--- src/sv/clmf_pkg.sv ---
package clmf_pkg;

    // Grid and datapath sizing
    localparam int MAX_PHI     = 128;
    localparam int MAX_ETA     = 64;
    localparam int ENERGY_BITS = 16;

    localparam int PHI_IDX_W = $clog2(MAX_PHI);        // line store address
    localparam int PHI_CNT_W = $clog2(MAX_PHI + 1);    // holds MAX_PHI itself
    localparam int ROW_W     = $clog2(MAX_ETA + 2);    // row runs up to eta + 1

    // Fixed widths of the register and result fields
    localparam int GRID_PHI_W = 8;
    localparam int GRID_ETA_W = 7;
    localparam int CFG_DATA_W = 8;
    localparam int CFG_IDX_W  = 1;
    localparam int ETA_W      = 6;
    localparam int PHI_W      = 7;

    localparam logic [GRID_PHI_W-1:0] GRID_PHI_RESET = GRID_PHI_W'(72);
    localparam logic [GRID_ETA_W-1:0] GRID_ETA_RESET = GRID_ETA_W'(56);

    typedef enum logic [CFG_IDX_W-1:0] {
        REG_GRID_PHI,
        REG_GRID_ETA
    } cfg_reg_t;

    typedef struct packed {
        logic                   present;
        logic [ENERGY_BITS-1:0] seed;
        logic [ENERGY_BITS-1:0] total;
    } cell_t;

    localparam int    CELL_W      = $bits(cell_t);
    localparam cell_t CELL_ABSENT = '0;

    // [eta-1, eta, eta+1][phi-1, phi, phi+1]
    typedef cell_t [2:0][2:0] window_t;

    // Per-item control carried from the input register to the window stage
    typedef struct packed {
        logic                 ign;       // beyond the drain, no effect
        logic                 clear;     // first item of a new frame
        logic                 zero_col;  // column 0: closes the previous row
        logic                 judge_ok;  // centre lies inside the grid
        logic [ETA_W-1:0]     eta;
        logic [PHI_W-1:0]     phi;
        logic [PHI_IDX_W-1:0] col;
    } stage_ctl_t;

endpackage

--- src/sv/clmf_window.sv ---
module clmf_window import clmf_pkg::*;
(
    input  logic                 clk,
    input  logic                 rst_n,
    input  logic                 en,
    input  logic                 cfg_clear,
    input  logic                 s1_valid,
    input  stage_ctl_t           s1_ctl,
    input  cell_t                s1_cell,
    input  cell_t                up_cell,
    input  cell_t                mid_cell,
    output logic                 wr_en,
    output logic [PHI_IDX_W-1:0] wr_addr,
    output cell_t                wr_upper,
    output cell_t                wr_middle,
    output logic                 s2_valid,
    output logic [ETA_W-1:0]     s2_eta,
    output logic [PHI_W-1:0]     s2_phi,
    output window_t              s2_win
);

    window_t          win_reg;
    window_t          win_next;
    window_t          win_cur;
    window_t          judged;
    cell_t [2:0]      new_col;
    logic             step;
    logic             s2_valid_reg;
    logic [ETA_W-1:0] s2_eta_reg;
    logic [PHI_W-1:0] s2_phi_reg;
    window_t          s2_win_reg;

    assign step = en && s1_valid && !s1_ctl.ign;

    always_comb
    begin
        win_cur    = s1_ctl.clear ? window_t'('0) : win_reg;
        new_col[0] = up_cell;
        new_col[1] = mid_cell;
        new_col[2] = s1_cell;
        for (int i = 0; i < 3; i++)
        begin
            if (s1_ctl.zero_col)
            begin
                // absent column closes the previous row, then the new column
                judged[i][0]   = win_cur[i][1];
                judged[i][1]   = win_cur[i][2];
                judged[i][2]   = CELL_ABSENT;
                win_next[i][0] = win_cur[i][2];
                win_next[i][1] = CELL_ABSENT;
                win_next[i][2] = new_col[i];
            end
            else
            begin
                win_next[i][0] = win_cur[i][1];
                win_next[i][1] = win_cur[i][2];
                win_next[i][2] = new_col[i];
                judged[i]      = win_next[i];
            end
        end
    end

    always_ff @(posedge clk or negedge rst_n)
    begin
        if (!rst_n)
        begin
            win_reg      <= '0;
            s2_valid_reg <= 1'b0;
        end
        else
        begin
            if (cfg_clear)
            begin
                win_reg <= '0;
            end
            else if (step)
            begin
                win_reg <= win_next;
            end
            if (en)
            begin
                s2_valid_reg <= s1_valid && !s1_ctl.ign && s1_ctl.judge_ok;
            end
        end
    end

    always_ff @(posedge clk)
    begin
        if (en)
        begin
            s2_eta_reg <= s1_ctl.eta;
            s2_phi_reg <= s1_ctl.phi;
            s2_win_reg <= judged;
        end
    end

    // line store column shifts down: middle -> upper, incoming -> middle
    assign wr_en     = step;
    assign wr_addr   = s1_ctl.col;
    assign wr_upper  = mid_cell;
    assign wr_middle = s1_cell;

    assign s2_valid = s2_valid_reg;
    assign s2_eta   = s2_eta_reg;
    assign s2_phi   = s2_phi_reg;
    assign s2_win   = s2_win_reg;

endmodule

--- config.mk ---
export PLATFORM = sky130hd
export DESIGN_NAME = clmf_window
export DESIGN_NICKNAME = d
export VERILOG_FILES = /design/src/sv/clmf_pkg.sv /design/src/sv/clmf_window.sv
export SDC_FILE = /design/constraint.sdc
export NUM_CORES = 1
export LEC_CHECK = 0
export BUFFER_PORTS_ARGS = -buffer_cell sky130_fd_sc_hd__buf_2
export CAP_MARGIN = 20
export CELL_PAD_IN_SITES_DETAIL_PLACEMENT = 1
export CELL_PAD_IN_SITES_GLOBAL_PLACEMENT = 1
export CORE_ASPECT_RATIO = 0.5
export CORE_MARGIN = 5
export CORE_UTILIZATION = 44
export DETAILED_ROUTE_END_ITERATION = 16
export PLACE_DENSITY = 0.85
export SYNTH_ARGS = -nofsm -noshare
export SYNTH_HDL_FRONTEND = slang
export SYNTH_SLANG_ARGS = --single-unit
--- constraint.sdc ---
create_clock -name clk -period 1.2 [get_ports clk]
set_input_delay 0.24 -clock clk [delete_from_list [all_inputs] [get_ports clk]]
set_output_delay 0.24 -clock clk [all_outputs]
set_load 0.01 [all_outputs]
Yosys cells after proc, flatten, opt, wreduce, memory -nomap -nowiden
Cells that the tools add are included.
{"block": "op_classes", "n_reduce_logical": 6, "mux": 6}
{"cell": "$mux 297", "count": 3}
{"cell": "$mux 66", "count": 3}
{"cell": "$logic_and 1x1->1", "count": 4}
{"cell": "$reduce_bool 2->1", "count": 1}
{"cell": "$logic_not 1->1", "count": 1}
{"block": "totals", "reg_bits": 608, "in_bits": 128}

Logic depth before layout (Yosys ltp)
Gate-level depths: netlist (run 1).
{"block": "depth", "ltp_word": 4, "depth_mapped": 6, "mapped_depth_nobuf": 3}

Least setup slack after synthesis (run 1)
OpenSTA, ideal clock, no wires.
{"block": "synth_path", "path_kind": "in2reg", "startpoint": "input port s1_ctl[22] in the netlist's numbering", "endpoint": "register s2_win_reg (netlist bit s2_win[261]), data pin", "setup_ns": 0.266, "arrival_time_ns": 1.072, "t_required_ns": 0.934, "cell_stages": 5, "slack_ns": -0.139, "path_cell_list": "buf_6 > buf_6 > clkbuf_1 > clkbuf_1 > nor2b_1"}
{"element": "from (decl)", "line_no": "clmf_window.sv:8", "text": "input stage_ctl_t s1_ctl,"}
{"element": "to (signal assigned)", "line_no": "clmf_window.sv:93", "text": "s2_win_reg <= judged;"}
{"element": "to (decl)", "line_no": "clmf_window.sv:31", "text": "window_t s2_win_reg;"}

Worst setup path in the final report (run 1)
{"block": "layout_path", "startpoint": "register s2_win_reg (netlist bit s2_win[215])", "endpoint": "output port s2_win[215] in the netlist's numbering"}
{"element": "to (decl)", "line_no": "clmf_window.sv:19", "text": "output window_t s2_win"}
No word-level cell between the ends.

==> results.md, run 1 <==
- DPL Wire Length: around 44 mm
- Power Dens Cells: 1375 nW/um2
- Slew margin rel.: 65.76%
- Tmin final: between 1 and 1.5 ns
- Hold_sp: mid_cell[16]
- Fillers: around 5,000
- Worst hold slack: 0.002418 ns
- Setup violators final: between 300 and 400
- Share of cells above drive strength 1: 32.14%
- DRC: 0
- Worst setup margin: -0.2828 ns
- Total power: 39.82 mW
- Register share of total power: around half
- Clk pwr share: approximately 40%
- Kind of critical path: flop to output pin
- Starting Density: between 40% and 50%
- Cell Count, Final, Fillers Out: ~2,900
- Slew @ Worst Pin: just over 0.5 ns
- Launching element type of the critical path: flop
- Tcrit/Tclk final: 123.6%
- GR Util All Layers: 25.49%
- Cell Area, Synth: 22,110 um2
- Top FF cell, synth: edfxtp_1
- RSZ-0062 raised after global routing: yes
- Status: finished with violations
- CTS max path bufs: 3
- Reg clk slew, reported paths: 0.07 ns
- Syn-to-layout area delta: 30.94%
- Worst path required time: 0.96 ns
- DRT antenna net count: 0
- Die Y: ~170 um
- Core Rows: between 50 and 60
- Synth top area cells: edfxtp_1 42%, dfrtp_1 23%, mux2i_1 9.0%
- Switching part of the total: between 20% and 30%
- Routed WL per cell: 26.76 um
- CP max stage delay: between 0.4 and 0.5 ns
- Full die area: 55,110 um2
- FFs w/ async S/R, synth: 39.10%
- Clk_skew: between 0.02 and 0.025 ns
- Final #Nets: ~2,300
- Achievable frequency: slightly below 0.7 GHz
- Sequential share of the synthesized area: 64.62%
- Yosys cell types: 14
- Die span in x: roughly 330 um
- Yosys top cell area share: roughly 42%
- Initial antenna violation count: 1
- Final Hold Fails: 0
- Clk sinks: 509
- Syn nets: approximately 1,700
- Cell type with the largest total area after synthesis: edfxtp_1
- Int Power: between 20 and 30 mW
- TritonCTS clock tree: built
- VDD IR-drop max: about 0.91 mV
- WP data arrival: around 1.2 ns
- Yosys warns: 0
- Post-placement cell count: ~2,700
- Yosys reg bits: around 500
- HP Class: input pin to flop
- Max reg flops: approximately 300
- Vias in the first global route: approximately 17,000
- RR Startpoint: win_reg[84]
- Post-synth EDFFs: a little over 300
- Post-synthesis instance total: around 1,600
- CTS H-tree lvls: 2
- Critical path origin: s2_win[215]
- Clock root buffer: clkbuf_16
- Vias/cell: 5.370
- Clk Latency, worst-skew pair: between 0.5 and 0.6 ns
- Pin count of the biggest net entering global routing: 76
- Max Cap Viol: 0
- Pins Over Slew Limit: 0
- Worst-path cell chain: buf_2
- Grt ovf: 0
- Core ar.: 50,000 um2
- Final wirelength: a little under 80 mm
- Combinational share of power: 10.4%
- Switching pwr: slightly above 10 mW
- CP endpoint kind: output pin
- Final core occ: roughly 58%
- Avg Cell Area, Syn: 13.84 um2
- First-pass GRT wire length: around 110 mm
- CP max FO: 1
- CP Buf/Inv Count: 1
- Drt first pass iters: 5
- Port Buffers: between 400 and 500
- Top Family by Delay on Critical Path: flip-flops
- I/O pins: between 500 and 600
- Fin area: 28,950 um2
- Dpl cell area: ~26,000 um2
- Failing checks: negative setup slack
- Gpl congestion: around 0.77
- Initial DRC Count: around 1,200
- CTS buffer count: between 40 and 50
- Vias: between 15,000 and 20,000
- Leak Pwr: between 10 and 15 nW
- Crit-path slowest cell: edfxtp_1
## worst paths after layout
| kind | to | slack (ns) | cells after the start |
|---|---|---|---|
| hold reg to reg | win_reg[147] | 0.54 | 2 |
| max in group asynchronous | win_reg[256] | 0.44 | 3 |
| hold / removal | s2_win[181] | 0.002 | 2 |
| setup reg to reg | win_reg[51] | -0.06 | 2 |
| min in group asynchronous | win_reg[234] | 0.17 | 2 |
| setup / recovery | s2_win[215] | -0.28 | 1 |
## layout by cell type (no fill, tap or decap), types with 2 or more instances in the layout
cell           instances
edfxtp_1             310
nand2b_1             297
clkbuf_16             50
clkbuf_1              11
clkbuf_8               8
dfrtp_2                2
dlygate4sd3_1        128
buf_6                 46
bufinv_16              3
mux2i_1              191
mux2i_2                6
clkinv_2              10
or4b_4                 6
buf_2                448
nor2b_1              297
dfrtp_1              197
clkinv_4               3
buf_4                113
or4b_1                93
buf_12                28
clkinv_1               6
## logic make-up after synthesis
family,share of synthesized area (%)
AND/OR/NAND/NOR,21.32
flip-flops,64.62
multiplexers,8.963
AO/OA/AOI/OAI,0.03962
buffers and inverters,5.053
## timing repair
action	CTS	global route
buffers inserted	2	19
pin swaps	0	1
cloned	0	1
endpoints found under the hold margin	345	0
setup endpoints to repair	312	321
resized for setup	17	69
hold buffers	128	0
## metal layers
| layer | share of wire, % | GRT usage [%] |
|---|---|---|
| met5 | 0 | 0 |
| met4 | 6.7 | 15.11 |
| met3 | 3.5 | 3.476 |
| met2 | 55 | 49.42 |
| met1 | 35 | 26.35 |
## Yosys cell counts, types with 9 or more instances
library cell,instances
edfxtp_1,310
clkbuf_1,86
nor2b_1,297
buf_2,23
dfrtp_1,199
buf_4,76
mux2i_1,198
nand2b_1,297
buf_6,9
or4b_1,99
## metrics by stage
| step | setup TNS [ns] | worst slack [ns] |
|---|---|---|
| 3_5_place_dp | -83.81 | -0.3649 |
| 5_1_grt | -59.22 | -0.2877 |
| 2_1_floorplan | -10.55 | -0.07931 |
| 3_3_place_gp | -67.31 | -0.2933 |
| 6_report | -47.54 | -0.2828 |
| 4_1_cts | -50.86 | -0.2691 |
## power groups by stage
stage	Clock, mW	Combinational (mW)	Sequential, mW
5_1_grt	16.9	4.35	19.7
3_3_place_gp	0	3.40	19.9
2_1_floorplan	0	1.33	20.2
6_report	16.0	4.15	19.7
4_1_cts	15.6	3.92	19.6
3_5_place_dp	0	3.54	20.0
## layout make-up
class                      instances  area, um2  share of cell area [%]
tap                              660      825.8                   2.852
clock inverter                    22      188.9                  0.6526
clock buffer                      66       1350                   4.663
timing repair buffer             767       5518                   19.06
inverter                           2      12.51                 0.04322
multi-input combinational        893       6763                   23.36
antenna                            1      2.502                0.008643
sequential                       509      14290                   49.36
(Power assumes the default switching activity.)
==> run 2: changes to the inputs <==
--- a/config.mk
+++ b/config.mk
@@ -17,3 +17,4 @@
 export SYNTH_ARGS = -nofsm -noshare
 export SYNTH_HDL_FRONTEND = slang
 export SYNTH_SLANG_ARGS = --single-unit
+export TNS_END_PERCENT = 5
==> run 2 against run 1 <==
The run still ends with negative setup slack left. Die area unchanged. Global-route usage up 0.54 points. Total power decreased by 1.3%. Register-to-register slack better by 0.03 ns. Fmax rose by 2.7%. Sequential cell count did not move. Clock power down 3%. Cell count is 0.31% lower. Worst setup slack better by 0.039 ns.
==> results.md, run 2 (synthesized netlist as in run 1, its figures left out) <==
- Leak Pwr: 12.51 nW (was 12.53 nW)
- VDD IR-drop max: 0.9672 mV (was 0.9128 mV)
- CTS max path bufs: 3 (unchanged)
- Final core occ: 57.79% (was 57.90%)
- Reg clk slew, reported paths: 0.08 ns (was 0.07 ns)
- Combinational share of power: 10.5% (was 10.4%)
- Reg2Reg Capture Point: win_reg[238] (was win_reg[51])
- Drt first pass iters: 5 (unchanged)
- Clock root buffer: clkbuf_16 (unchanged)
- Status: finished with violations (unchanged)
- Max reg flops: 297 (unchanged)
- Crit-path slowest cell: edfxtp_1 (unchanged)
- Vias/cell: 5.268 (was 5.370)
- Final wirelength: 75.48 mm (was 78.15 mm)
- Switching part of the total: 24.90% (was 25.35%)
- Share of cells above drive strength 1: 31.63% (was 32.14%)
- Most common cell after layout, fill and taps aside: buf_2 (unchanged)
- Gpl congestion: 0.7912 (was 0.7657)
- Top Family by Delay on Critical Path: flip-flops (unchanged)
- Footprint of the multi-input gates: 6778 um2 (was 6763 um2)
- Tcrit/Tclk final: 120.3% (was 123.6%)
- Grt ovf: 0 (unchanged)
- Vias: 15,340 (was 15,680)
- CP max stage delay: 0.47 ns (was 0.48 ns)
- Most frequent cells in the layout: 465 x buf_2, 310 x edfxtp_1, 297 x nor2b_1, 297 x nand2b_1, 199 x dfrtp_1 (was 448 x buf_2, 310 x edfxtp_1, 297 x nor2b_1, 297 x nand2b_1, 197 x dfrtp_1)
- DPL Wire Length: 45.14 mm (was 44.41 mm)
- Tmin final: 1.444 ns (was 1.483 ns)
- TritonCTS clock tree: built (unchanged)
- RSZ-0062 raised after global routing: yes (unchanged)
- Final #Nets: 2,341 (was 2,349)
- Hold Path Stages: 2 (unchanged)
- Fillers: 5,003 (was 4,997)
- Setup TNS: -43.26 ns (was -47.54 ns)
- HP Class: input pin to flop (unchanged)
- Die Y: 168.5 um (unchanged)
- Clk pwr share: 39.4% (was 40.1%)
- Core ar.: 50,000 um2 (unchanged)
- I/O pins: 513 (unchanged)
- Max Cap Viol: 0 (unchanged)
- Setup violators final: 312 (was 323)
- Initial DRC Count: 992 (was 1,222)
- Worst setup margin: -0.2441 ns (was -0.2828 ns)
- Worst-path cell chain: buf_6 (was buf_2)
- Clk_skew: 0.01400 ns (was 0.02081 ns)
- Initial antenna violation count: 0 (was 1)
- Launching element type of the critical path: flop (unchanged)
- Reg-to-reg slack, setup: -0.03 ns (was -0.06 ns)
- CP max FO: 1 (unchanged)
- GR Util All Layers: 26.04% (was 25.49%)
- Critical path origin: s2_win[26] (was s2_win[215])
- RR Startpoint: win_reg[271] (was win_reg[84])
- Area occupied by registers: 14,290 um2 (about the same)
- DRT antenna net count: 0 (unchanged)
- Pins Over Slew Limit: 0 (unchanged)
- Clk Latency, worst-skew pair: 0.57 ns (was 0.59 ns)
- Routed WL per cell: 25.93 um (was 26.76 um)
- DRC: 0 (unchanged)
- Full die area: 55,110 um2 (unchanged)
- Starting Density: 44.22% (unchanged)
- Total power: 39.29 mW (was 39.82 mW)
- WP data arrival: 1.20 ns (was 1.24 ns)
- Port Buffers: 498 (unchanged)
- Die span in x: 327.0 um (unchanged)
- Final Hold Fails: 0 (unchanged)
- Syn-to-layout area delta: 30.68% (was 30.94%)
- Achievable frequency: 0.6925 GHz (was 0.6744 GHz)
- Worst path required time: 0.96 ns (about the same)
- Register share of total power: 50.1% (was 49.5%)
- Switching pwr: 9.783 mW (was 10.10 mW)
- Kind of critical path: flop to output pin (unchanged)
- Hold Path End: s2_win[269] (was s2_win[181])
- Slew @ Worst Pin: 0.4738 ns (was 0.5136 ns)
- Core Rows: 58 (unchanged)
- Clk sinks: 509 (unchanged)
- Slew margin rel.: 68.42% (was 65.76%)
- Pin count of the biggest net entering global routing: 76 (unchanged)
- Vias in the first global route: 17,230 (was 17,080)
- Int Power: 29.50 mW (was 29.72 mW)
- Failing checks: negative setup slack (unchanged)
- CTS buffer count: 46 (was 48)
- Reg2Reg Depth: 2 (unchanged)
- First-pass GRT wire length: 110.3 mm (was 108.1 mm)
- Hold_sp: s1_cell[5] (was mid_cell[16])
- CP endpoint kind: output pin (unchanged)
- CTS H-tree lvls: 2 (unchanged)
- Power Dens Cells: 1360 nW/um2 (was 1375 nW/um2)
- CP Buf/Inv Count: 1 (unchanged)
- Ant. Diodes: 0 (was 1)
-- run 2: per-stage QoR --
step                      instances  hold slack [ns]  setup WS, ns  instance area, um2
final                          2911          0.01287       -0.2441               28900
after global routing           2911         0.006926       -0.2707               28900
after CTS                      2909       0.00004696       -0.2696               28640
after detailed placement       2690           0.1547       -0.4090               25800
after global placement         2690           0.1546       -0.2685               25800
after floorplan                1598         -0.05559      -0.07944               22150
-- run 2: final cells by class --
cell class / count / share of cell area [%]
Clock inverter: 27 / 0.9483
Inverter: 2 / 0.04330
Tap cell: 660 / 2.858
Clock buffer: 59 / 4.222
Multi-Input combinational cell: 893 / 23.46
Timing Repair Buffer: 761 / 19.02
Sequential cell: 509 / 49.45
-- run 2: how the worst max path moves through the flow --
stage                        end  slack, ns  cells past startpoint
floorplan           win_reg[160]      -0.08                      5
global placement           wr_en      -0.27                      5
finish                s2_win[26]      -0.24                      1
global route          s2_win[26]      -0.27                      1
CTS                   s2_win[26]      -0.27                      1
detailed placement  win_reg[168]      -0.41                      6
-- run 2: per-layer routing --
layer	vias up	share of wire [%]	GRT usage, %
met5	-	0	0
met4	0	7.1	15.72
met1	7886	35	27.51
met2	524	54	49.46
met3	262	3.5	3.745
li1	6663	-	-
-- run 2: power by group through the flow --
stage                     clock network, mW  logic, mW  registers, mW
after floorplan                           0       1.32           20.2
after global placement                    0       3.47           19.9
after detailed placement                  0       3.60           20.0
after CTS                              15.4       4.00           19.6
after global routing                   16.5       4.36           19.7
final                                  15.5       4.14           19.7
-- run 2: what timing repair did --
action | 4_1_cts | 5_1_grt
gates resized for setup | 4 | 42
setup buffers | 7 | 0
cloned | 0 | 0
hold buffers | 126 | 2
endpoints found under the setup margin | 313 | 323
pin swaps | 0 | 0
hold endpoints to repair | 330 | 2
==> run 3: changes to the inputs <==
--- a/config.mk
+++ b/config.mk
@@ -9,7 +9,7 @@
 export CAP_MARGIN = 20
 export CELL_PAD_IN_SITES_DETAIL_PLACEMENT = 1
 export CELL_PAD_IN_SITES_GLOBAL_PLACEMENT = 1
-export CORE_ASPECT_RATIO = 0.5
+export CORE_ASPECT_RATIO = 2
 export CORE_MARGIN = 5
 export CORE_UTILIZATION = 44
 export DETAILED_ROUTE_END_ITERATION = 16
==> run 3 against run 2 <==
The run still ends with negative setup slack left. Cell count grew 0.21%. Die area is essentially flat. Combinational power shrank 2%. Critical path type unchanged. Critical endpoint is now s2_win[69]. Fmax shrank 2.4%.
==> results.md, run 3 (synthesized netlist as in run 1, its figures left out) <==
- Clk_skew: 0.01793 ns (was 0.01400 ns)
- CTS H-tree lvls: 2 (unchanged)
- Vias: 15,130 (was 15,340)
- Launching element type of the critical path: flop (unchanged)
- RSZ-0062 raised after global routing: yes (unchanged)
- DRT antenna net count: 0 (unchanged)
- CP endpoint kind: output pin (unchanged)
- Final Hold Fails: 0 (unchanged)
- VDD IR-drop max: 1.220 mV (was 0.9672 mV)
- CTS max path bufs: 3 (unchanged)
- Final #Nets: 2,360 (was 2,341)
- Int Power: 29.09 mW (was 29.50 mW)
- Tcrit/Tclk final: 123.2% (was 120.3%)
- Clk pwr share: 38.2% (was 39.4%)
- Hold Path Stages: 2 (unchanged)
- Slew margin rel.: 74.85% (was 68.42%)
- Area occupied by registers: 14,290 um2 (unchanged)
- Cell depth of the worst setup path: 1 (unchanged)
- Reg2Reg Depth: 2 (unchanged)
- Power Dens Cells: 1337 nW/um2 (was 1360 nW/um2)
- DRC: 0 (unchanged)
- Setup TNS: -40.23 ns (was -43.26 ns)
- CTS buffer count: 45 (was 46)
- CP Buf/Inv Count: 1 (unchanged)
- I/O pins: 513 (unchanged)
- Register share of total power: 51.2% (was 50.1%)
- Most common cell after layout, fill and taps aside: buf_2 (unchanged)
- Initial DRC Count: 755 (was 992)
- Drt first pass iters: 5 (unchanged)
- Die Y: 327.0 um (was 168.5 um)
- HP Class: input pin to flop (unchanged)
- Worst-path cell chain: buf_2 (was buf_6)
- Fillers: 4,997 (was 5,003)
- Max reg flops: 297 (unchanged)
- Slew @ Worst Pin: 0.3772 ns (was 0.4738 ns)
- Status: finished with violations (unchanged)
- Combinational share of power: 10.6% (was 10.5%)
- Vias/cell: 5.188 (was 5.268)
- Footprint of the multi-input gates: 6744 um2 (was 6778 um2)
- Clock root buffer: clkbuf_16 (unchanged)
- Reg-to-reg slack, setup: 0 ns (was -0.03 ns)
- Clk Latency, worst-skew pair: 0.56 ns (was 0.57 ns)
- Top Family by Delay on Critical Path: flip-flops (unchanged)
- CP endpoint: s2_win[69] (was s2_win[26])
- Most frequent cells in the layout: 470 x buf_2, 310 x edfxtp_1, 297 x nor2b_1, 297 x nand2b_1, 199 x dfrtp_1 (was 465 x buf_2, 310 x edfxtp_1, 297 x nor2b_1, 297 x nand2b_1, 199 x dfrtp_1)
- Worst path required time: 0.96 ns (about the same)
- CP max FO: 1 (unchanged)
- Kind of critical path: flop to output pin (unchanged)
- Clk sinks: 509 (unchanged)
- Worst setup margin: -0.2790 ns (was -0.2441 ns)
- Initial antenna violation count: 4 (was 0)
- Full die area: 55,110 um2 (about the same)
- Leak Pwr: 12.49 nW (was 12.51 nW)
- Vias in the first global route: 17,370 (was 17,230)
- Pin count of the biggest net entering global routing: 64 (was 76)
- Achievable frequency: 0.6761 GHz (was 0.6925 GHz)
- Fin area: 28,740 um2 (was 28,900 um2)
- Starting Density: 44.29% (was 44.22%)
- Switching part of the total: 24.32% (was 24.90%)
- Share of cells above drive strength 1: 32.27% (was 31.63%)
- Reg2Reg Capture Point: win_reg[240] (was win_reg[238])
- Syn-to-layout area delta: 29.96% (was 30.68%)
- Failing checks: negative setup slack (unchanged)
- DPL Wire Length: 46.26 mm (was 45.14 mm)
- WP data arrival: 1.24 ns (was 1.20 ns)
- GR Util All Layers: 25.55% (was 26.04%)
- Setup violators final: 312 (unchanged)
- Max Cap Viol: 0 (unchanged)
- Critical path origin: s2_win[69] (was s2_win[26])
- Setup bufs post-CTS: 0 (was 7)
- Port Buffers: 498 (unchanged)
- First-pass GRT wire length: 108.8 mm (was 110.3 mm)
- Core ar.: 49,930 um2 (was 50,000 um2)
- Core Rows: 116 (was 58)
- Reg clk slew, reported paths: 0.07 ns (was 0.08 ns)
- TritonCTS clock tree: built (unchanged)
- Grt ovf: 0 (unchanged)
- CP max stage delay: 0.48 ns (was 0.47 ns)
- Final wirelength: 71.98 mm (was 75.48 mm)
- Crit-path slowest cell: edfxtp_1 (unchanged)
- Dpl cell area: 25,890 um2 (was 25,800 um2)
- Tmin final: 1.479 ns (was 1.444 ns)
- RR Startpoint: win_reg[273] (was win_reg[271])
- Routed WL per cell: 24.68 um (was 25.93 um)
- Die span in x: 168.5 um (was 327.0 um)
- Gpl congestion: 0.8543 (was 0.7912)
- Switching pwr: 9.347 mW (was 9.783 mW)
- Pins Over Slew Limit: 0 (unchanged)
[run 3: layout make-up]
type                            instances  area share (%)
Clock buffer                           60           4.293
Sequential cell                       509           49.73
Timing Repair Buffer                  781           18.93
Clock inverter                         20          0.6793
Tap cell                              649           2.826
Antenna cell                            3         0.02613
Multi-Input combinational cell        893           23.47
Inverter                                2         0.05225
[run 3: worst min path at each step]
stage	start	end	slack, ns
finish	mid_cell[3]	s2_win[168]	0.02
global route	mid_cell[14]	s2_win[179]	0.02
CTS	mid_cell[1]	s2_win[166]	0.0002
detailed placement	rst_n	win_reg[282]	0.17
global placement	rst_n	win_reg[282]	0.17
floorplan	rst_n	s2_valid	-0.06
[run 3: through the flow]
step	worst slack [ns]	instances	util, %	total power, mW	hold slack (ns)
floorplan	-0.07944	1598	-	21.56	-0.05559
global placement	-0.2510	2712	51.85	23.43	0.1684
detailed placement	-0.3254	2712	51.85	23.61	0.1723
CTS	-0.3025	2913	57.26	38.47	0.0002487
global route	-0.3170	2915	57.54	39.74	0.02352
finish	-0.2790	2917	57.55	38.43	0.01814
[run 3: timing repair]
action,CTS,global route
hold endpoints to repair,330,1
setup endpoints to repair,312,317
hold buffers,121,1
resized for setup,12,23
[run 3: power by group through the flow]
stage | combinational (mW) | sequential [mW] | clock (mW)
5_1_grt | 4.31 | 19.7 | 15.7
3_5_place_dp | 3.62 | 20.0 | 0
6_report | 4.06 | 19.7 | 14.7
2_1_floorplan | 1.32 | 20.2 | 0
4_1_cts | 3.99 | 19.6 | 14.8
3_3_place_gp | 3.48 | 19.9 | 0
[run 3: routing by layer]
metal | GRT usage [%] | routed length [um]
met5 | 0 | 0
met4 | 11.11 | 3359
met3 | 4.564 | 3644
met2 | 49.47 | 40390
met1 | 26.38 | 24590
