--- src/sv/clmf_pkg.sv ---
package clmf_pkg;

    // Grid and datapath sizing
    localparam int MAX_PHI     = 128;
    localparam int MAX_ETA     = 64;
    localparam int ENERGY_BITS = 16;

    localparam int PHI_IDX_W = $clog2(MAX_PHI);        // line store address
    localparam int PHI_CNT_W = $clog2(MAX_PHI + 1);    // holds MAX_PHI itself
    localparam int ROW_W     = $clog2(MAX_ETA + 2);    // row runs up to eta + 1

    // Fixed widths of the register and result fields
    localparam int GRID_PHI_W = 8;
    localparam int GRID_ETA_W = 7;
    localparam int CFG_DATA_W = 8;
    localparam int CFG_IDX_W  = 1;
    localparam int ETA_W      = 6;
    localparam int PHI_W      = 7;

    localparam logic [GRID_PHI_W-1:0] GRID_PHI_RESET = GRID_PHI_W'(72);
    localparam logic [GRID_ETA_W-1:0] GRID_ETA_RESET = GRID_ETA_W'(56);

    typedef enum logic [CFG_IDX_W-1:0] {
        REG_GRID_PHI,
        REG_GRID_ETA
    } cfg_reg_t;

    typedef struct packed {
        logic                   present;
        logic [ENERGY_BITS-1:0] seed;
        logic [ENERGY_BITS-1:0] total;
    } cell_t;

    localparam int    CELL_W      = $bits(cell_t);
    localparam cell_t CELL_ABSENT = '0;

    // [eta-1, eta, eta+1][phi-1, phi, phi+1]
    typedef cell_t [2:0][2:0] window_t;

    // Per-item control carried from the input register to the window stage
    typedef struct packed {
        logic                 ign;       // beyond the drain, no effect
        logic                 clear;     // first item of a new frame
        logic                 zero_col;  // column 0: closes the previous row
        logic                 judge_ok;  // centre lies inside the grid
        logic [ETA_W-1:0]     eta;
        logic [PHI_W-1:0]     phi;
        logic [PHI_IDX_W-1:0] col;
    } stage_ctl_t;

endpackage

--- src/sv/clmf_judge.sv ---
module clmf_judge import clmf_pkg::*;
(
    input  logic                   clk,
    input  logic                   rst_n,
    input  logic                   en,
    input  logic                   s2_valid,
    input  logic [ETA_W-1:0]       s2_eta,
    input  logic [PHI_W-1:0]       s2_phi,
    input  window_t                s2_win,
    output logic                   out_valid,
    output logic [ETA_W-1:0]       out_eta,
    output logic [PHI_W-1:0]       out_phi,
    output logic [ENERGY_BITS-1:0] out_seed_energy,
    output logic [ENERGY_BITS-1:0] out_total_energy
);

    cell_t                  ctr;
    cell_t                  nb;
    logic                   sup;
    logic                   tie_wins;
    logic                   keep;
    logic                   out_valid_reg;
    logic [ETA_W-1:0]       out_eta_reg;
    logic [PHI_W-1:0]       out_phi_reg;
    logic [ENERGY_BITS-1:0] out_seed_reg;
    logic [ENERGY_BITS-1:0] out_total_reg;

    // eight neighbour compares in parallel
    always_comb
    begin
        ctr = s2_win[1][1];
        sup = 1'b0;
        nb  = CELL_ABSENT;
        tie_wins = 1'b0;
        for (int i = 0; i < 3; i++)
        begin
            for (int j = 0; j < 3; j++)
            begin
                nb       = s2_win[i][j];
                // full tie goes to the neighbour at eta+1, or same eta at phi+1
                tie_wins = (i == 2) || (i == 1 && j == 2);
                if (!(i == 1 && j == 1) && nb.present)
                begin
                    if (nb.seed > ctr.seed)
                    begin
                        sup = 1'b1;
                    end
                    else if (nb.seed == ctr.seed)
                    begin
                        if (nb.total > ctr.total)
                        begin
                            sup = 1'b1;
                        end
                        else if (nb.total == ctr.total && tie_wins)
                        begin
                            sup = 1'b1;
                        end
                    end
                end
            end
        end
        keep = s2_valid && ctr.present && !sup;
    end

    always_ff @(posedge clk or negedge rst_n)
    begin
        if (!rst_n)
        begin
            out_valid_reg <= 1'b0;
        end
        else if (en)
        begin
            out_valid_reg <= keep;
        end
    end

    always_ff @(posedge clk)
    begin
        if (en && keep)
        begin
            out_eta_reg   <= s2_eta;
            out_phi_reg   <= s2_phi;
            out_seed_reg  <= ctr.seed;
            out_total_reg <= ctr.total;
        end
    end

    assign out_valid        = out_valid_reg;
    assign out_eta          = out_eta_reg;
    assign out_phi          = out_phi_reg;
    assign out_seed_energy  = out_seed_reg;
    assign out_total_energy = out_total_reg;

endmodule

--- config.mk ---
export PLATFORM = sky130hd
export DESIGN_NAME = clmf_judge
export DESIGN_NICKNAME = d
export VERILOG_FILES = /design/src/sv/clmf_pkg.sv /design/src/sv/clmf_judge.sv
export SDC_FILE = /design/constraint.sdc
export NUM_CORES = 1
export LEC_CHECK = 0
export BUFFER_PORTS_ARGS = -buffer_cell sky130_fd_sc_hd__buf_4
export CORE_ASPECT_RATIO = 0.75
export CORE_UTILIZATION = 32
export DETAILED_ROUTE_END_ITERATION = 8
export GPL_TIMING_DRIVEN = 0
export HOLD_SLACK_MARGIN = 0.05
export PLACE_DENSITY = 0.68
export REMOVE_ABC_BUFFERS = 1
export SETUP_SLACK_MARGIN = 0.3
export SLEW_MARGIN = 5
export SYNTH_ARGS = -nofsm -noshare
export SYNTH_HDL_FRONTEND = slang
export SYNTH_SLANG_ARGS = --single-unit
--- constraint.sdc ---
create_clock -name clk -period 1.91 [get_ports clk]
set_clock_uncertainty 0.15 [all_clocks]
set_input_delay 0.0955 -clock clk [delete_from_list [all_inputs] [get_ports clk]]
set_output_delay 0.0955 -clock clk [all_outputs]
set_load 0.05 [all_outputs]
After elaboration in Yosys (flattened, before gate mapping)
Index checks and enable logic that the tools add are counted.

storage, ports and cells
  bits in registers = 46
  word-level logic and storage cells = 73
  output and inout port bits = 46
  bits of input ports = 314

operators by class
  reductions and logical operators = 4
  order comparisons = 16
  equality and inequality tests = 12
  mux-type cells = 36

operators with widths
  operator             count
  $gt A16 B16 Y1       16
  $eq A16 B16 Y1       12
  $mux W1              36
  $logic_and A1 B1 Y1  3
  $logic_not A1 Y1     1

Longest topological paths before layout
Gate-level depths: netlist of run 1.

  word-level depth = 40
  gate-level depth with buffers = 9
  gate-level depth less buffers = 9

Least setup slack after synthesis of run 1
Ideal clock, no wire load.

  path kind = input to register
  start point = in s2_win[158] (netlist name)
  end point = reg out_eta_reg[0], in the netlist out_eta[0] (enable)
  stages = 9
  setup time = 0.503 ns
  path buffers = 0
  arrival time = 5.149 ns
  setup slack = -3.892 ns
  required time = 1.257 ns
  path through = inv_1 ha_1 and4_1 nand4_1 or3_1 or4_4 a221oi_2 nand4_1 nor3_1

between the ends
  longest elaborated chain between the ends = 39
  elaborated cells on any way between the ends = 54
  classes of those cells = 8 x order compare; 8 x eq/ne; 35 x mux; 3 x reduce/logical

RTL lines
  element                                                  line              RTL
  start, declared                                          clmf_judge.sv:9   input window_t s2_win,
  branches (longest 35 deep; another with $gt A16 B16 Y1)  n/a
  $mux W1 (*)                                              clmf_judge.sv:42  if (!(i == 1 && j == 1) && nb.present)
  $logic_not A1 Y1 (*)                                     clmf_judge.sv:62  keep = s2_valid && ctr.present && !sup;
  $logic_and A1 B1 Y1 (*)                                  clmf_judge.sv:62
  $logic_and A1 B1 Y1 (*)                                  clmf_judge.sv:79  if (en && keep)
  end signal, assigned                                     clmf_judge.sv:81  out_eta_reg <= s2_eta;
  end, declared                                            clmf_judge.sv:23  logic [ETA_W-1:0] out_eta_reg;

Every way passes the cells marked *.
A chain may end at the register's enable or synchronous reset.

Worst setup path in the final report of run 1
  start point = in s2_win[159] (netlist name)
  end point = reg out_seed_reg[2], in the netlist out_seed_energy[2] (enable)

between the ends
  longest elaborated chain between the ends = 39
  elaborated cells on any way between the ends = 54
  classes of those cells = 8 x order compare; 8 x eq/ne; 35 x mux; 3 x reduce/logical

RTL lines
  element                                                  line              RTL
  branches (longest 35 deep; another with $gt A16 B16 Y1)  n/a
  $mux W1 (*)                                              clmf_judge.sv:42
  $logic_not A1 Y1 (*)                                     clmf_judge.sv:62
  $logic_and A1 B1 Y1 (*)                                  clmf_judge.sv:62
  $logic_and A1 B1 Y1 (*)                                  clmf_judge.sv:79
  end signal, assigned                                     clmf_judge.sv:83  out_seed_reg <= ctr.seed;
  end, declared                                            clmf_judge.sv:25  logic [ENERGY_BITS-1:0] out_seed_reg;

Marked as above.

==> metrics.md, run 1 <==
| Metric | Value |
|---|---|
| Crit-path max cell delay | `520 ps` |
| Die X | `between 150 and 200 um` |
| Sink Count | `between 40 and 50` |
| Commonest cells after routing, fill and taps aside | `418 x buf_4, 250 x ha_1, 80 x a21oi_1` |
| Initial antenna violation count | `0` |
| Top cell type's share of synthesized area | `0.451` |
| Synth Area in XOR/XNOR | `0` |
| IO Pins | `between 300 and 400` |
| Required time worst endpoint | `1770 ps` |
| Static leakage | `roughly 5.8 nW` |
| Seq pwr share | `0.263` |
| Routed len/inst | `19.2 um` |
| Critical path arrival | `3140 ps` |
| Final hold viol count | `0` |
| Via-per-instance ratio | `roughly 5.3` |
| Top cells by area, synth | `ha_1 45%, edfxtp_1 19%, a21oi_1 5.6%` |
| Critical path class | `input pin to register` |
| Register area share after synthesis | `0.194` |
| F_max | `around 310 MHz` |
| Syn Std Cell Area | `approximately 7100 um2` |
| Filler cells | `around 1900` |
| Synth Area per Inst | `9.55 um2` |
| Hold Crit Class | `input pin to register` |
| Tcrit/Tclk final | `1.71` |
| Post-synth EDFFs | `45` |
| Die Ht | `131 um` |
| Peak supply drop | `about 0.31 mV` |
| Sw power | `between 1 and 1.5 mW` |
| Switching Share | `0.337` |
| Die Area | `roughly 23000 um2` |
| Max Buffers Root-to-Sink | `2` |
| CORE AREA | `21500 um2` |
| ANT cells | `0` |
| Layout area overhead | `66.2%` |
| Worst Setup Start Kind | `input pin` |
| Vias | `about 8000` |
| Placed cells | `1394` |
| Clock buffer count from CTS | `5` |
| Final nets | `around 1800` |
| H-Tree Depth | `2` |
| Final Wtd Congestion | `0.890` |
| Final cell count without fillers | `between 1500 and 2000` |
| Unrepaired setup endpoints after global routing | `yes` |
| All-Layer GR Usage | `0.244` |
| Status | `finished, violations left` |
| Mux share of post-synthesis cell area | `0` |
| Largest family of logic cells by synthesized area | `adder cells` |
| Clock transition at the registers of the reported paths | `~70 ps` |
| Compound-cell area share of the yosys netlist | `0.186` |
| Setup ws final | `-1360 ps` |
| Synth warnings | `0` |
| Placement Setup Slack | `-2310 ps` |
| Area of the multi-input gates | `between 5000 and 6000 um2` |
| Tmin final | `roughly 3300 ps` |
| Internal power | `2.93 mW` |
| Final Max Tran Viols | `0` |
| Most used cell, CP | `buf_12` |
| Largest net degree at the start of global routing | `15` |
| Worst-margin pin slew | `605 ps` |
| Vias in the first global route | `around 7800` |
| GRT Residual Overflow | `0` |
| IO Port Bufs | `359` |
| FP Rows | `46` |
| Synth Area in Simple Gates | `0.139` |
| DP HPWL | `23.2 mm` |
| Total Power | `approximately 4.4 mW` |
| Area leader, netlist | `ha_1` |
| Endpoint type of the worst setup path | `register` |
| Critical-path cell list | `buf_4 > clkinvlp_4 > ha_4 > and4_1 > nand4_1 > or3_1 > or4_4 > a221oi_4 > nand4_1 > buf_6 > nor3_4 > buf_6 > buf_12 > buf_12 > buf_12` |
| DR DRC count | `0` |
| Relative slew slack | `0.586` |
| Fraction of registers with async set/reset | `0.0217` |
| Skew-Pair Late Insertion Delay | `290 ps` |
| Fin util | `0.550` |
| Initial drt markers | `313` |
| Layout cell share with drive strength beyond 1 | `0.395` |
| Top FF cell, synth | `edfxtp_1` |
| Max-Cap Viols | `0` |
| CTS root buffer | `clkbuf_16` |
| Slowest CP cell | `or4_4` |
| Drt first pass iters | `4` |
| Cell area power density | `374 nW/um2` |
| Final setup violation count | `46` |
| Starting Density | `0.331` |
| Power share of the clock group | `0.228` |
| Crit-path max FO | `6` |
| Commonest non-fill, non-tap cell in the layout | `buf_4` |
| CTS tree | `done` |
| Post-synthesis cell type count | `52` |
| Synth Area in Adders | `0.451` |
| Routed WL | `a little under 30 mm` |
| First-pass GRT wire length | `roughly 42 mm` |
| Comb pwr share | `0.509` |
| Failing checks | `negative setup slack` |
| Antenna Nets Post-Route | `0` |
| Number of synthesized register bits | `46` |
| Mapped Cells | `743` |
| Register area | `1380 um2` |
==> critical path: cells and delay by family <==
family | cells | cell delay, ps
and+or+nand+nor | 6 | 1520
buffers and inverters | 7 | 930
adders and majority gates | 1 | 350
AOI/OAI and AO/OA | 1 | 240
==> cell type report <==
class,count,area share
clock buffer,6,0.0109
timing repair buffer,483,0.330
multi-input combinational,641,0.485
clock inverter,2,0.00318
sequential,46,0.117
tap,288,0.0305
inverter,56,0.0235
==> power by group through the flow <==
stage	clock, mW	sequential [mW]	combinational, mW
after floorplan	0	1.32	0.886
after global placement	0	1.19	1.86
after detailed placement	0	1.18	1.92
after CTS	1.01	1.16	2.13
after global routing	1.05	1.16	2.50
final	1.01	1.16	2.25
==> per-stage QoR <==
| stage | cell area, um2 | TNS (ps) | hold slack, ps |
|---|---|---|---|
| 4_1_cts | 11400 | -61570 | -164 |
| 3_5_place_dp | 10200 | -94630 | -278 |
| 5_1_grt | 11800 | -65700 | 295 |
| 3_3_place_gp | 10200 | -274440 | -278 |
| 6_report | 11800 | -59720 | 250 |
| 2_1_floorplan | 7100 | -175690 | -350 |
==> cells by family (layout without fill, tap and decap cells) <==
logic type | Yosys count | after routing
compound gates | 207 | 207
buf+inv | 56 | 547
simple gates | 178 | 178
flops | 46 | 46
fa+ha+maj | 256 | 256
==> synthesized netlist by cell type (7+ instances only) <==
| cell type | count |
|---|---|
| ha_1 | 256 |
| a21oi_1 | 80 |
| inv_1 | 56 |
| nand4_1 | 46 |
| edfxtp_1 | 45 |
| nand2_1 | 33 |
| o21ai_0 | 33 |
| nor2_1 | 21 |
| a21o_1 | 20 |
| nand3_1 | 19 |
| nor2b_1 | 12 |
| a211oi_1 | 11 |
| o21ai_1 | 9 |
| o211ai_1 | 8 |
| a2111oi_0 | 7 |
| and4_1 | 7 |
| nor4_1 | 7 |
==> routing by layer <==
layer  track usage  wire (um)
met4        0.0691        640
met2         0.422      13800
met3        0.0443       2020
met1         0.312      12900
met5             0          0
==> final timing paths <==
check	start	endpoint	slack, ps	depth (start not counted)
worst min register to register	out_valid	out_valid	450	2
worst max register to register	out_valid	out_valid	1060	2
worst min-delay path	s2_win[197]	out_valid	250	4
min in group asynchronous	rst_n	out_valid	520	3
worst max-delay path	s2_win[159]	out_seed_energy[2]	-1360	15
max in group asynchronous	rst_n	out_valid	990	3
==> what timing repair did <==
action,CTS,global route
gates resized for setup,45,25
endpoints found under the setup margin,46,46
setup buffers,40,31
cloned,1,0
endpoints found under the hold margin,47,1
pin swaps,11,11
hold buffers,47,1
(Power assumes the default switching activity.)
==> inputs of run 2 (changes only) <==
- PLACE_DENSITY: 0.68 -> 0.7
- clock period: 1.91 -> 2.85 ns (I/O delays scaled with it)
==> run 2 against run 1 <==
Effect of this change: the flow still finishes with violations (negative setup slack); routed wire length is 1.3% higher; design area is 0.18% lower; global-route usage hardly changed; via count is 0.41% lower; worst setup slack better by 1000 ps; utilization is 0.099 points lower; final cell count is 0.66% lower; count of clock-buffer cells in the layout is 1 lower; sequential cell count stayed put; critical path depth is 1 lower; non-clock buffer count is 10 lower; critical path type unchanged; largest power group unchanged.
==> metrics.md, run 2 (synthesis gave the netlist of run 1 again) <==
| Metric | Value |
|---|---|
| CTS root buffer | `clkbuf_16 (unchanged)` |
| Die X | `174 um (unchanged)` |
| Routed len/inst | `19.6 um (was 19.2 um)` |
| DP HPWL | `23.5 mm (was 23.2 mm)` |
| Top delay family on crit path | `simple AND/OR/NAND/NOR gates (unchanged)` |
| CTS tree | `done (unchanged)` |
| Antenna Nets Post-Route | `0 (unchanged)` |
| Largest net degree at the start of global routing | `16 (was 15)` |
| Reg2Reg Setup Slack | `2020 ps (was 1060 ps)` |
| Skew-Pair Late Insertion Delay | `290 ps (about the same)` |
| R2R depth | `2 (unchanged)` |
| Worst hold stages | `1 (was 4)` |
| Relative slew slack | `0.592 (was 0.586)` |
| Power share of the clock group | `0.231 (was 0.228)` |
| Die Ht | `131 um (unchanged)` |
| GRT Residual Overflow | `0 (unchanged)` |
| Tcrit/Tclk final | `1.12` |
| First-pass GRT wire length | `42.2 mm (was 42.5 mm)` |
| Critical-path cell list | `buf_4 > clkinvlp_4 > ha_4 > and3_4 > nand4_1 > or3_1 > or4_4 > a221oi_4 > nand4_1 > buf_6 > nor3_4 > buf_6 > buf_8 > clkbuf_16 (was buf_4 > clkinvlp_4 > ha_4 > and4_1 > nand4_1 > or3_1 > or4_4 > a221oi_4 > nand4_1 > buf_6 > nor3_4 > buf_6 > buf_12 > buf_12 > buf_12)` |
| Final Wtd Congestion | `0.917 (was 0.890)` |
| Die Area | `22800 um2 (unchanged)` |
| IO Pins | `360 (unchanged)` |
| Final Max Tran Viols | `0 (unchanged)` |
| Comb pwr share | `0.506 (was 0.509)` |
| Initial drt markers | `498 (was 313)` |
| Hold path endpoint | `out_seed_energy[0] (was out_valid)` |
| Max Buffers Root-to-Sink | `2 (unchanged)` |
| Sw power | `1.01 mW (was 1.49 mW)` |
| Endpoint type of the worst setup path | `register (unchanged)` |
| Worst Path Buf+Inv | `6 (was 7)` |
| Via-per-instance ratio | `5.30 (was 5.28)` |
| Total Power | `2.97 mW (was 4.42 mW)` |
| Clock buffer count from CTS | `5 (unchanged)` |
| Max-Cap Viols | `0 (unchanged)` |
| Layout cell share with drive strength beyond 1 | `0.394 (was 0.395)` |
| Required time worst endpoint | `2710 ps (was 1770 ps)` |
| Vias in the first global route | `7847 (was 7842)` |
| Fin util | `0.549 (was 0.550)` |
| Status | `finished, violations left (unchanged)` |
| Initial antenna violation count | `0 (unchanged)` |
| Static leakage | `5.75 nW (was 5.77 nW)` |
| Unrepaired setup endpoints after global routing | `yes (unchanged)` |
| ANT cells | `0 (unchanged)` |
| Cell area power density | `252 nW/um2 (was 374 nW/um2)` |
| Critical R2R Launch | `out_valid (unchanged)` |
| Crit-path max cell delay | `440 ps (was 520 ps)` |
| Filler cells | `1819 (was 1887)` |
| Routed WL | `29.7 mm (was 29.3 mm)` |
| Critical path arrival | `3060 ps (was 3140 ps)` |
| F_max | `approximately 310 MHz` |
| Critical path class | `input pin to register (unchanged)` |
| Internal power | `1.96 mW (was 2.93 mW)` |
| Worst-margin pin slew | `597 ps (was 605 ps)` |
| Tmin final | `between 3000 and 4000 ps` |
| Layout area overhead | `65.9% (was 66.2%)` |
| Peak supply drop | `0.327 mV (was 0.311 mV)` |
| Starting Density | `0.331 (unchanged)` |
| Worst Setup Start Kind | `input pin (unchanged)` |
| Slowest CP cell | `or4_4 (unchanged)` |
| Hold Crit Class | `input pin to register (unchanged)` |
| H-Tree Depth | `2 (unchanged)` |
| All-Layer GR Usage | `0.244 (about the same)` |
| Commonest non-fill, non-tap cell in the layout | `buf_4 (unchanged)` |
| FP Rows | `46 (unchanged)` |
| CORE AREA | `21500 um2 (unchanged)` |
| Crit-path max FO | `7 (was 6)` |
| Min-Delay Startpoint | `s2_win[148] (was s2_win[197])` |
| Switching Share | `0.341 (was 0.337)` |
| Final setup violation count | `45 (was 46)` |
| Worst r2r dst | `out_valid (unchanged)` |
| Sink Count | `46 (unchanged)` |
| Failing checks | `negative setup slack (unchanged)` |
| Vias | `8007 (was 8040)` |
| Seq pwr share | `0.262 (was 0.263)` |
| DR DRC count | `0 (unchanged)` |
| IO Port Bufs | `359 (unchanged)` |
| Clock transition at the registers of the reported paths | `70 ps (about the same)` |
| Final nets | `1793 (was 1803)` |
| Final hold viol count | `0 (unchanged)` |
| Commonest cells after routing, fill and taps aside | `405 x buf_4, 250 x ha_1, 80 x a21oi_1 (was 418 x buf_4, 250 x ha_1, 80 x a21oi_1)` |
| Setup ws final | `-353 ps (was -1360 ps)` |
| Drt first pass iters | `5 (was 4)` |
## run 2: area by class of cell
type	instances	area, um2	share of cell area
Multi-Input combinational cell	641	5740	0.488
Timing Repair Buffer	473	3850	0.327
Sequential cell	46	1380	0.117
Tap cell	288	360	0.0306
Inverter	56	278	0.0236
Clock buffer	5	125	0.0106
Clock inverter	3	43.8	0.00372
## run 2: power by group through the flow
stage               clock (mW)  combinational, mW  sequential, mW
floorplan                    0              0.594           0.883
global placement             0               1.25           0.795
detailed placement           0               1.29           0.793
CTS                      0.684               1.43           0.778
global route             0.715               1.66           0.781
finish                   0.688               1.50           0.779
## run 2: repair_timing
action,in CTS,in global routing
hold buffers,47,0
hold endpoints to repair,46,0
setup endpoints to repair,46,46
pin swaps,9,7
gates resized for setup,54,24
buffers inserted,40,21
cloned,2,1
## run 2: stage by stage
step | hold slack (ps) | setup slack [ps] | TNS [ps] | instance area (um2) | std cells
2_1_floorplan | -303 | -3000 | -134950 | 7100 | 743
3_3_place_gp | -232 | -5070 | -228730 | 10200 | 1390
3_5_place_dp | -232 | -1700 | -71000 | 10200 | 1393
4_1_cts | 50.3 | -424 | -17970 | 11400 | 1490
5_1_grt | 52.6 | -496 | -21650 | 11800 | 1512
6_report | 37.7 | -353 | -15100 | 11800 | 1512
## run 2: how the worst max path moves through the flow
| stage | end | depth (start not counted) | startpoint |
|---|---|---|---|
| finish | out_total_energy[10] | 14 | s2_win[160] |
| detailed placement | out_seed_energy[9] | 12 | s2_win[158] |
| CTS | out_total_energy[11] | 14 | s2_win[161] |
| global placement | out_total_energy[0] | 10 | s2_win[159] |
| floorplan | out_eta[0] | 9 | s2_win[158] |
| global route | out_seed_energy[6] | 14 | s2_win[155] |
## run 2: worst register-to-register path, stage by stage (launching register included)
cell     delay, ps
dfrtp_1        410
inv_1           80
o32ai_2         70
## run 2: layer usage
metal | vias up | share of wire | GRT usage
met3 | 45 | 0.062 | 0.0289
met5 | - | 0 | 0
met1 | 3708 | 0.46 | 0.332
met4 | 0 | 0.022 | 0.0666
met2 | 326 | 0.46 | 0.410
li1 | 3928 | - | -
==> inputs of run 3 (changes only) <==
- SETUP_SLACK_MARGIN: 0.3 -> 0.05
==> run 3 against run 2 <==
Effect of this change: the flow still finishes with violations (negative setup slack); critical path depth did not move; sequential share of layout area about the same; sequential cell count did not move; utilization about the same; sequential power about the same; fmax fell by 0.33%; die area unchanged; first-iteration DRC count down 21%; power decreased by 0.12%; clock power shrank 0.6%; register-to-register slack about the same; largest power group unchanged.
==> metrics.md, run 3 (synthesis gave the netlist of run 1 again) <==
| Metric | Value |
|---|---|
| Power share of the clock group | `0.231 (about the same)` |
| Sink Count | `46 (unchanged)` |
| CTS root buffer | `clkbuf_16 (unchanged)` |
| IO Port Bufs | `359 (unchanged)` |
| Initial drt markers | `394 (was 498)` |
| Routed WL | `29.6 mm (was 29.7 mm)` |
| Clock buffer count from CTS | `5 (unchanged)` |
| Layout cell share with drive strength beyond 1 | `0.394 (unchanged)` |
| Die Area | `22800 um2 (unchanged)` |
| Reg2Reg Setup Slack | `2010 ps (was 2020 ps)` |
| Final nets | `1793 (unchanged)` |
| Die Ht | `131 um (unchanged)` |
| Tcrit/Tclk final | `1.13 (was 1.12)` |
| Filler cells | `1821 (was 1819)` |
| Commonest non-fill, non-tap cell in the layout | `buf_4 (unchanged)` |
| Antenna Nets Post-Route | `0 (unchanged)` |
| Critical R2R Launch | `out_valid (unchanged)` |
| FP Rows | `46 (unchanged)` |
| Hold Crit Class | `input pin to register (unchanged)` |
| All-Layer GR Usage | `0.244 (about the same)` |
| Seq pwr share | `0.263 (was 0.262)` |
| Static leakage | `5.75 nW (about the same)` |
| Setup Total Neg Slack | `-15500 ps (was -15100 ps)` |
| Worst-margin pin slew | `581 ps (was 597 ps)` |
| Die X | `174 um (unchanged)` |
| F_max | `311 MHz (was 312 MHz)` |
| Critical path class | `input pin to register (unchanged)` |
| Switching Share | `0.340 (was 0.341)` |
| Final Wtd Congestion | `0.917 (unchanged)` |
| Crit path to | `out_total_energy[13] (was out_total_energy[10])` |
| Via-per-instance ratio | `5.28 (was 5.30)` |
| CTS tree | `done (unchanged)` |
| Initial antenna violation count | `0 (unchanged)` |
| Sw power | `1.01 mW (about the same)` |
| Crit-path max FO | `7 (unchanged)` |
| Status | `finished, violations left (unchanged)` |
| Skew-Pair Late Insertion Delay | `290 ps (about the same)` |
| Register area | `1380 um2 (unchanged)` |
| Critical path arrival | `3080 ps (was 3060 ps)` |
| Final hold viol count | `0 (unchanged)` |
| Failing checks | `negative setup slack (unchanged)` |
| Peak supply drop | `0.329 mV (was 0.327 mV)` |
| Routed len/inst | `19.6 um (about the same)` |
| Largest net degree at the start of global routing | `16 (unchanged)` |
| Unrepaired setup endpoints after global routing | `yes (unchanged)` |
| Internal power | `1.96 mW (about the same)` |
| GRT Residual Overflow | `0 (unchanged)` |
| Cell area power density | `252 nW/um2 (about the same)` |
| Layout area overhead | `65.9% (about the same)` |
| Total Power | `2.97 mW (about the same)` |
| First-pass GRT wire length | `42.2 mm (about the same)` |
| Fin util | `0.548 (was 0.549)` |
| Tmin final | `3210 ps (was 3200 ps)` |
| Setup ws final | `-363 ps (was -353 ps)` |
| Final setup violation count | `45 (unchanged)` |
| Drt first pass iters | `5 (unchanged)` |
| Final Hold Slack | `40.0 ps (was 37.7 ps)` |
| Comb pwr share | `0.507 (was 0.506)` |
| Max Buffers Root-to-Sink | `2 (unchanged)` |
| Area of the multi-input gates | `5740 um2 (unchanged)` |
| ANT cells | `0 (unchanged)` |
| R2R depth | `2 (unchanged)` |
| DP HPWL | `23.5 mm (unchanged)` |
| Clock transition at the registers of the reported paths | `60 ps (was 70 ps)` |
| Commonest cells after routing, fill and taps aside | `406 x buf_4, 250 x ha_1, 80 x a21oi_1 (was 405 x buf_4, 250 x ha_1, 80 x a21oi_1)` |
| H-Tree Depth | `2 (unchanged)` |
| Worst Setup Start Kind | `input pin (unchanged)` |
| CP Launch Point | `s2_win[160] (unchanged)` |
| Starting Density | `0.331 (unchanged)` |
| Max-Cap Viols | `0 (unchanged)` |
| CORE AREA | `21500 um2 (unchanged)` |
| DR DRC count | `0 (unchanged)` |
| Relative slew slack | `0.603 (was 0.592)` |
| Final Max Tran Viols | `0 (unchanged)` |
| Vias in the first global route | `7855 (was 7847)` |
| Worst r2r dst | `out_valid (unchanged)` |
| Required time worst endpoint | `2710 ps (about the same)` |
| IO Pins | `360 (unchanged)` |
| Vias | `7980 (was 8007)` |
| Endpoint type of the worst setup path | `register (unchanged)` |
run 3: cell counts in the layout (fill, tap and decap cells not counted):
Identical to the previous run, type by type.
run 3: cell type report:
type | count | share of cell area
Multi-Input combinational cell | 641 | 0.488
Sequential cell | 46 | 0.117
Clock buffer | 5 | 0.0106
Clock inverter | 3 | 0.00372
Tap cell | 288 | 0.0306
Inverter | 56 | 0.0236
Timing Repair Buffer | 473 | 0.327
run 3: layer usage:
| metal | vias to the layer above | global-route usage | part of all wire | routed length [um] |
|---|---|---|---|---|
| li1 | 3925 | - | - | - |
| met1 | 3694 | 0.332 | 0.46 | 13700 |
| met2 | 321 | 0.411 | 0.46 | 13600 |
| met3 | 40 | 0.0289 | 0.057 | 1690 |
| met4 | 0 | 0.0666 | 0.020 | 594 |
| met5 | - | 0 | 0 | 0 |
run 3: power by group through the flow:
stage	combinational (mW)	clock (mW)	sequential (mW)
final	1.50	0.684	0.779
after global routing	1.66	0.712	0.781
after CTS	1.43	0.684	0.778
after detailed placement	1.29	0	0.793
after global placement	1.25	0	0.795
after floorplan	0.594	0	0.883
run 3: worst min path at each step:
stage	start	end	slack, ps	depth (start not counted)
after detailed placement	rst_n	out_valid	-230	1
after global placement	rst_n	out_valid	-230	1
after CTS	s2_win[148]	out_seed_energy[0]	50	1
after floorplan	rst_n	out_valid	-300	0
after global routing	s2_win[148]	out_seed_energy[0]	60	1
final	s2_win[148]	out_seed_energy[0]	40	1
run 3: critical path: stages:
cell	delay [ps]
buf_4	100
clkinvlp_4	250
ha_4	370
and3_4	170
nand4_1	130
or3_1	370
or4_4	440
a221oi_4	230
nand4_1	140
buf_6	150
nor3_4	170
buf_6	130
buf_8	130
clkbuf_16	140
run 3: stage by stage:
step | cells | instance area, um2 | setup slack (ps)
floorplan | 743 | 7100 | -3000
global placement | 1390 | 10200 | -5070
detailed placement | 1393 | 10200 | -1700
CTS | 1489 | 11400 | -424
global route | 1512 | 11800 | -497
finish | 1512 | 11800 | -363
run 3: what timing repair did:
item | in CTS | in global routing
setup buffers | 40 | 22
pin swaps | 9 | 7
endpoints found under the setup margin | 46 | 46
cloned | 2 | 1
endpoints found under the hold margin | 46 | 0
resized for setup | 53 | 24
hold buffers | 47 | 0
